`src/rtl/wpwr_pkg.sv`:
```
`default_nettype none

package wpwr_pkg;

    localparam int IN_DATA_W  = 48;
    localparam int IN_USER_W  = 2;
    localparam int OUT_DATA_W = 8;

    localparam int EIDX_W = 5;
    localparam int WVAL_W = 16;
    localparam int PCNT_W = 6;
    localparam int RFRC_W = 16;

    localparam int EIDX_LSB = 0;
    localparam int WVAL_LSB = EIDX_LSB + EIDX_W;
    localparam int PCNT_LSB = WVAL_LSB + WVAL_W;
    localparam int RFRC_LSB = PCNT_LSB + PCNT_W;

    localparam logic [IN_USER_W-1:0] FUNC_LOAD  = 2'd0;
    localparam logic [IN_USER_W-1:0] FUNC_START = 2'd1;
    localparam logic [IN_USER_W-1:0] FUNC_DRAW  = 2'd2;

    localparam int MSTEP_W = 4;
    localparam logic [MSTEP_W-1:0] MSTEP_LAST = 4'd15;

    typedef enum logic [4:0] {
        ST_IDLE = 5'b00001,
        ST_SUM  = 5'b00010,
        ST_MUL  = 5'b00100,
        ST_SRCH = 5'b01000,
        ST_RESP = 5'b10000
    } state_t;

endpackage

`default_nettype wire

```
`src/rtl/wpwr_wtab.sv`:
```
`default_nettype none

module wpwr_wtab #(
    parameter int POOL_SIZE   = 32,
    parameter int WEIGHT_BITS = 16
) (
    input  wire logic                         clk,
    input  wire logic                         rst_n,
    input  wire logic                         wr_en,
    input  wire logic [$clog2(POOL_SIZE)-1:0] wr_addr,
    input  wire logic [WEIGHT_BITS-1:0]       wr_data,
    input  wire logic [$clog2(POOL_SIZE)-1:0] rd_addr,
    output logic      [WEIGHT_BITS-1:0]       rd_data,
    output logic      [POOL_SIZE-1:0]         nz
);
    import wpwr_pkg::*;

    logic [WEIGHT_BITS-1:0] mem [POOL_SIZE];
    logic [WEIGHT_BITS-1:0] mem_q_reg;
    logic                   nz_q_reg;
    logic [POOL_SIZE-1:0]   nz_reg;

    // nonzero flags double as valid bits, so unwritten entries read as zero
    always_ff @(posedge clk or negedge rst_n)
    begin
        if (!rst_n)
        begin
            nz_reg <= '0;
        end
        else if (wr_en)
        begin
            nz_reg[wr_addr] <= (wr_data != '0);
        end
    end

    always_ff @(posedge clk)
    begin
        if (wr_en)
        begin
            mem[wr_addr] <= wr_data;
        end
    end

    always_ff @(posedge clk)
    begin
        mem_q_reg <= mem[rd_addr];
        nz_q_reg  <= nz_reg[rd_addr];
    end

    assign rd_data = nz_q_reg ? mem_q_reg : '0;
    assign nz      = nz_reg;

endmodule

`default_nettype wire

```
`src/rtl/weighted_pick_without_replacement_unit.sv`:
```
// channel | dir | signals                      | contents
// s       | in  | s_tvalid s_tready s_tdata    | tuser: func
//         |     | s_tuser                      | tdata: entry_index weight_value
//         |     |                              |        pick_count random_fraction
// m       | out | m_tvalid m_tready m_tdata    | tdata: picked picked_index
//         |     | m_tlast                      | tlast: selection_done
//
// load, start and unused codes go from acceptance straight to the result state
// a draw makes one pass over the weight table for the total, 16 shift-add
// steps for the threshold, and one pass for the search
// all passes share one adder and one registered table read port
// rst_n clears control state at once; no clearing pass is needed
// input is held off until the result register accepts the current result

`default_nettype none

module weighted_pick_without_replacement_unit #(
    parameter int POOL_SIZE   = 32,
    parameter int WEIGHT_BITS = 16
) (
    input  wire logic                          clk,
    input  wire logic                          rst_n,
    input  wire logic                          s_tvalid,
    output logic                               s_tready,
    // entry_index, weight_value, pick_count, random_fraction, zero pad
    input  wire logic [wpwr_pkg::IN_DATA_W-1:0] s_tdata,
    // func
    input  wire logic [wpwr_pkg::IN_USER_W-1:0] s_tuser,
    output logic                               m_tvalid,
    input  wire logic                          m_tready,
    // picked, picked_index, zero pad
    output logic [wpwr_pkg::OUT_DATA_W-1:0]    m_tdata,
    output logic                               m_tlast
);
    import wpwr_pkg::*;

    localparam int IW = $clog2(POOL_SIZE);
    localparam int CW = IW + 1;
    localparam int TW = WEIGHT_BITS + IW;
    localparam int AW = TW + 1;
    localparam logic [CW-1:0] CNT_END = CW'(POOL_SIZE);

    state_t state_reg, state_next;

    logic [POOL_SIZE-1:0]   avail_reg, avail_next;
    logic [PCNT_W-1:0]      picks_reg, picks_next;
    logic [CW-1:0]          cnt_reg, cnt_next;
    logic                   rd_vld_reg, rd_vld_next;
    logic [IW-1:0]          rd_idx_reg, rd_idx_next;
    logic [TW-1:0]          total_reg, total_next;
    logic [TW-1:0]          thr_reg, thr_next;
    logic [TW-1:0]          run_reg, run_next;
    logic [RFRC_W-1:0]      r_reg, r_next;
    logic [MSTEP_W-1:0]     mstep_reg, mstep_next;
    logic                   res_picked_reg, res_picked_next;
    logic [IW-1:0]          res_idx_reg, res_idx_next;
    logic                   m_tvalid_reg, m_tvalid_next;
    logic [OUT_DATA_W-1:0]  m_tdata_reg, m_tdata_next;
    logic                   m_tlast_reg, m_tlast_next;

    logic [EIDX_W-1:0]        in_eidx;
    logic [WVAL_W-1:0]        in_wval;
    logic [PCNT_W-1:0]        in_pcnt;
    logic [RFRC_W-1:0]        in_rfrc;
    logic [WEIGHT_BITS+WVAL_W-1:0] wval_ext;
    logic [IW+EIDX_W-1:0]     eidx_ext;
    logic [IW+EIDX_W-1:0]     ridx_ext;
    logic                     in_range;
    logic                     accept;

    logic                   wr_en;
    logic [IW-1:0]          rd_addr;
    logic [WEIGHT_BITS-1:0] rd_data;
    logic [POOL_SIZE-1:0]   nz;

    logic                   elig;
    logic [TW-1:0]          w_eff;
    logic [TW-1:0]          add_a, add_b;
    logic [AW-1:0]          add_sum;
    logic                   sel_open;
    logic                   cnt_busy;

    assign in_eidx  = s_tdata[EIDX_LSB +: EIDX_W];
    assign in_wval  = s_tdata[WVAL_LSB +: WVAL_W];
    assign in_pcnt  = s_tdata[PCNT_LSB +: PCNT_W];
    assign in_rfrc  = s_tdata[RFRC_LSB +: RFRC_W];
    assign wval_ext = {{WEIGHT_BITS{1'b0}}, in_wval};
    assign eidx_ext = {{IW{1'b0}}, in_eidx};
    assign ridx_ext = {{EIDX_W{1'b0}}, res_idx_reg};
    assign in_range = (32'(in_eidx) < 32'(POOL_SIZE));

    assign s_tready = (state_reg == ST_IDLE);
    assign accept   = s_tvalid && s_tready;
    assign wr_en    = accept && (s_tuser == FUNC_LOAD) && in_range;
    assign rd_addr  = cnt_reg[IW-1:0];
    assign cnt_busy = (cnt_reg != CNT_END);

    wpwr_wtab #(
        .POOL_SIZE   (POOL_SIZE),
        .WEIGHT_BITS (WEIGHT_BITS)
    ) u_wtab (
        .clk     (clk),
        .rst_n   (rst_n),
        .wr_en   (wr_en),
        .wr_addr (eidx_ext[IW-1:0]),
        .wr_data (wval_ext[WEIGHT_BITS-1:0]),
        .rd_addr (rd_addr),
        .rd_data (rd_data),
        .nz      (nz)
    );

    assign elig     = rd_vld_reg && avail_reg[rd_idx_reg];
    assign w_eff    = elig ? {{IW{1'b0}}, rd_data} : '0;
    assign sel_open = (picks_reg != '0) && (avail_reg != '0);

    // shared adder: total pass, threshold shift-add, running sum pass
    always_comb
    begin
        add_a = run_reg;
        add_b = w_eff;
        case (state_reg)
            ST_SUM:
            begin
                add_a = total_reg;
                add_b = w_eff;
            end
            ST_MUL:
            begin
                add_a = thr_reg;
                add_b = r_reg[0] ? total_reg : '0;
            end
            default:
            begin
                add_a = run_reg;
                add_b = w_eff;
            end
        endcase
    end

    assign add_sum = {1'b0, add_a} + {1'b0, add_b};

    always_comb
    begin
        state_next      = state_reg;
        avail_next      = avail_reg;
        picks_next      = picks_reg;
        cnt_next        = cnt_reg;
        rd_vld_next     = 1'b0;
        rd_idx_next     = rd_idx_reg;
        total_next      = total_reg;
        thr_next        = thr_reg;
        run_next        = run_reg;
        r_next          = r_reg;
        mstep_next      = mstep_reg;
        res_picked_next = res_picked_reg;
        res_idx_next    = res_idx_reg;
        m_tvalid_next   = m_tvalid_reg && !m_tready;
        m_tdata_next    = m_tdata_reg;
        m_tlast_next    = m_tlast_reg;

        case (state_reg)
            ST_IDLE:
            begin
                if (accept)
                begin
                    res_picked_next = 1'b0;
                    res_idx_next    = '0;
                    state_next      = ST_RESP;
                    case (s_tuser)
                        FUNC_START:
                        begin
                            picks_next = in_pcnt;
                            avail_next = nz;
                        end
                        FUNC_DRAW:
                        begin
                            if (sel_open)
                            begin
                                total_next = '0;
                                cnt_next   = '0;
                                r_next     = in_rfrc;
                                state_next = ST_SUM;
                            end
                        end
                        default:
                        begin
                            state_next = ST_RESP;
                        end
                    endcase
                end
            end

            ST_SUM:
            begin
                if (cnt_busy)
                begin
                    rd_vld_next = 1'b1;
                    rd_idx_next = cnt_reg[IW-1:0];
                    cnt_next    = cnt_reg + 1'b1;
                end
                if (rd_vld_reg)
                begin
                    total_next = add_sum[TW-1:0];
                end
                if (!cnt_busy && !rd_vld_reg)
                begin
                    thr_next   = '0;
                    mstep_next = '0;
                    state_next = ST_MUL;
                end
            end

            ST_MUL:
            begin
                // floor(r * total / 65536), one bit of r per step
                thr_next   = add_sum[AW-1:1];
                r_next     = r_reg >> 1;
                mstep_next = mstep_reg + 1'b1;
                if (mstep_reg == MSTEP_LAST)
                begin
                    if (total_reg == '0)
                    begin
                        avail_next = '0;
                        picks_next = '0;
                        state_next = ST_RESP;
                    end
                    else
                    begin
                        cnt_next   = '0;
                        run_next   = '0;
                        state_next = ST_SRCH;
                    end
                end
            end

            ST_SRCH:
            begin
                if (cnt_busy)
                begin
                    rd_vld_next = 1'b1;
                    rd_idx_next = cnt_reg[IW-1:0];
                    cnt_next    = cnt_reg + 1'b1;
                end
                if (rd_vld_reg)
                begin
                    run_next = add_sum[TW-1:0];
                end
                if (elig && (add_sum > {1'b0, thr_reg}))
                begin
                    res_picked_next         = 1'b1;
                    res_idx_next            = rd_idx_reg;
                    avail_next[rd_idx_reg]  = 1'b0;
                    picks_next              = picks_reg - 1'b1;
                    rd_vld_next             = 1'b0;
                    state_next              = ST_RESP;
                end
                else if (!cnt_busy && !rd_vld_reg)
                begin
                    avail_next = '0;
                    picks_next = '0;
                    state_next = ST_RESP;
                end
            end

            ST_RESP:
            begin
                if (!m_tvalid_reg || m_tready)
                begin
                    m_tvalid_next = 1'b1;
                    m_tdata_next  = {{(OUT_DATA_W - EIDX_W - 1){1'b0}},
                                     ridx_ext[EIDX_W-1:0], res_picked_reg};
                    m_tlast_next  = !sel_open;
                    if (!sel_open)
                    begin
                        avail_next = '0;
                        picks_next = '0;
                    end
                    state_next = ST_IDLE;
                end
            end

            default:
            begin
                state_next = ST_IDLE;
            end
        endcase
    end

    always_ff @(posedge clk or negedge rst_n)
    begin
        if (!rst_n)
        begin
            state_reg    <= ST_IDLE;
            avail_reg    <= '0;
            picks_reg    <= '0;
            rd_vld_reg   <= 1'b0;
            m_tvalid_reg <= 1'b0;
        end
        else
        begin
            state_reg    <= state_next;
            avail_reg    <= avail_next;
            picks_reg    <= picks_next;
            rd_vld_reg   <= rd_vld_next;
            m_tvalid_reg <= m_tvalid_next;
        end
    end

    always_ff @(posedge clk)
    begin
        cnt_reg        <= cnt_next;
        rd_idx_reg     <= rd_idx_next;
        total_reg      <= total_next;
        thr_reg        <= thr_next;
        run_reg        <= run_next;
        r_reg          <= r_next;
        mstep_reg      <= mstep_next;
        res_picked_reg <= res_picked_next;
        res_idx_reg    <= res_idx_next;
        m_tdata_reg    <= m_tdata_next;
        m_tlast_reg    <= m_tlast_next;
    end

    assign m_tvalid = m_tvalid_reg;
    assign m_tdata  = m_tdata_reg;
    assign m_tlast  = m_tlast_reg;

endmodule

`default_nettype wire

```
`config.mk`:
```
export PLATFORM = sky130hd
export DESIGN_NAME = weighted_pick_without_replacement_unit
export DESIGN_NICKNAME = d
export VERILOG_FILES = /design/src/rtl/wpwr_pkg.sv /design/src/rtl/wpwr_wtab.sv /design/src/rtl/weighted_pick_without_replacement_unit.sv
export SDC_FILE = /design/constraint.sdc
export NUM_CORES = 1
export LEC_CHECK = 0
export BUFFER_PORTS_ARGS = -buffer_cell sky130_fd_sc_hd__buf_2
export CAP_MARGIN = 20
export CORE_AREA = 2 2 314 394
export CTS_CLUSTER_DIAMETER = 40
export DETAILED_ROUTE_END_ITERATION = 8
export DIE_AREA = 0 0 316 396
export SLEW_MARGIN = 40
export SYNTH_ARGS = -nofsm -noshare
export SYNTH_HDL_FRONTEND = slang
export SYNTH_SLANG_ARGS = --single-unit
export TNS_END_PERCENT = 30
```
`constraint.sdc`:
```
create_clock -name clk -period 15.9 [get_ports clk]
set_clock_uncertainty 0.05 [all_clocks]
set_input_delay 3.18 -clock clk [delete_from_list [all_inputs] [get_ports clk]]
set_output_delay 3.18 -clock clk [all_outputs]
set_load 0.02 [all_outputs]
```
==> flow_summary.ini <==
[finish]
final_cells = 3578
fin_util = 0.297
largest_register_ffs = 512
nNetsFinal = 2003
fin_area_um2 = 36000
area_delta_synth_final_pct = 19.4
drive_gt1_frac = 0.262

[detailed_routing]
postRouteAntennaNets = 0
drcViolationCount = 0
initialDrtViolationCount = 1348
drt_wl_total_mm = 71.6
vias = 16582
dr.pass1.iters = 5
vias_per_cell = 4.63
wl_per_cell_um = 20.0

[power_and_ir_drop]
p_per_area_nw_per_um2 = 153
power.leakage_nw = 12.4
peakVddDrop_v = 0.0000971
power_mw = 5.53

[logic_synthesis]
synthTopCellsByCount = edfxtp_1, mux4_2, nor2_1
syn_inst = 1791
yosysMostFrequentCell = edfxtp_1
syn_area_per_cell_um2 = 16.8
synth_cell_type_count = 66
ys_seq_elements = 713
synth_edf_count = 619
yosysTopAreaCell = edfxtp_1
yosysSeqAreaShare = 0.691
yosys-top-cells-area = edfxtp_1, mux4_2, dfrtp_1
yosys_warnings = 0
ys.flop_type = edfxtp_1
synth_top_area_frac = 0.616
syn_area_um2 = 30200
async_flop_share = 0.108

[timing]
finalSetupViolCount = 0
timing.fmax_mhz = 131
relSlewSlack = 0.452
drv_slew = 0
finalHoldViolations = 0
min_period_ns = 7.65
worstMarginPinSlew_ns = 0.822
timing.final.ws_setup_ns = 8.25
period_share = 0.481
setup_tns_ns = 0
hold_slack_ns = 0.369
rsz0062_at_grt = false

[critical_path]
endpoint_kind = register
arrival_ns = 8.16
start_kind = register
worstPathRequired_ns = 16.41
worst_path_max_delay_cell = edfxtp_1
path_common_cell = a21oi_1
crit_fanout = 43
path_class = register to register
reg2reg_depth = 29
max_stage_delay_ns = 0.69

[clocking]
cts_hold_buffers = 0
cts.path.max_buffers = 3
cts-buffers-inserted = 93
path_clk_slew_ns = 0.06
clockRootBuffer = clkbuf_16
clk-insertion-delay-late_ns = 0.65
htree_levels = 3
cts_resized = 0
cts_setup_buffers = 0
cts_tree = built
cts.sinks = 713

[hold_path]
holdPathStages = 0
hp-class = register to register

[die]
die_area_um2 = 125000
core_area_um2 = 121000
die_w_um = 316
initial_core_util = 0.249
ios = 65
row_count = 143
dieHeight_um = 396

[grt]
grt-ovfl-total = 0
grt_use_total = 0.114
antenna_found_initial = 9
grt_pass1_wl_mm = 108
grt_pass1_vias = 17102
grt_max_degree = 96

[placed_design]
preCtsSetupSlack_ns = 8.35
dpl.hpwl_mm = 44.0
io_buffers = 57
dp.cells = 3400
gp_congestion = 0.842
dpl_cell_area_um2 = 32700

[run_status]
status = complete, no violations

[flow_run]
maxCapViolCount = 0
-- layout make-up --
cell class / count / area (um2)
fill: 11790 / 85100
inverter: 56 / 210
clock buffer: 109 / 2430
tap: 1595 / 2000
antenna: 2 / 5.00
timing repair buffer: 108 / 806
clock inverter: 66 / 838
multi-input combinational: 929 / 8890
sequential: 713 / 20900
-- kinds of logic after synthesis --
| family | count (synthesis) | synth area share |
|---|---|---|
| mux | 233 | 0.151 |
| flops | 713 | 0.691 |
| xor+xnor | 25 | 0.00726 |
| simple gates | 416 | 0.0638 |
| other cells | 1 | 0.000124 |
| compound gates | 205 | 0.0473 |
| fa+ha+maj | 48 | 0.0202 |
| buf+inv | 150 | 0.0194 |
-- where the power goes --
part | total (mW) | switching [mW] | leakage, nW | internal, mW
Clock | 2.15 | 0.831 | 1.56 | 1.31
Combinational | 1.14 | 0.603 | 3.97 | 0.540
Sequential | 2.24 | 0.0805 | 6.89 | 2.16
-- worst paths after layout --
path | start | end | slack [ns]
min reg2reg | res_picked_reg | m_tdata[0] | 0.37
max in group asynchronous | rst_n | u_wtab.nz[2] | 12.76
min | res_picked_reg | m_tdata[0] | 0.37
min in group asynchronous | rst_n | picks_reg[2] | 2.51
max reg2reg | rd_idx_reg[1] | picks_reg[4] | 8.25
max | rd_idx_reg[1] | picks_reg[4] | 8.25
-- layer usage --
metal	wire, um	global-route usage	up-vias
li1	-	-	7288
met1	30600	0.151	8626
met2	34600	0.186	529
met3	4590	0.0238	127
met4	1760	0.0363	12
met5	80	0	-
-- critical path, delay by kind of cell, from the launching register on --
family | cells | cell delay, ns
AO/OA/AOI/OAI | 14 | 3.20
XOR/XNOR | 1 | 0.34
adder cells (fa/ha/maj) | 3 | 0.93
buffers and inverters | 4 | 0.80
flip-flops | 1 | 0.69
multiplexers | 1 | 0.24
AND/OR/NAND/NOR | 6 | 1.25
-- layout by cell type, fill, tap and decap left out, types with 40 or more instances in the layout --
cell type,netlist,layout
a22o_1,51,51
mux4_2,172,172
edfxtp_1,619,619
nand2_1,106,105
nor2_1,167,135
mux2_2,40,40
clkbuf_16,0,94
dfrtp_1,76,76
ha_1,47,47
inv_1,56,56
buf_4,3,40
buf_2,8,56
(Power assumes the default switching activity.)
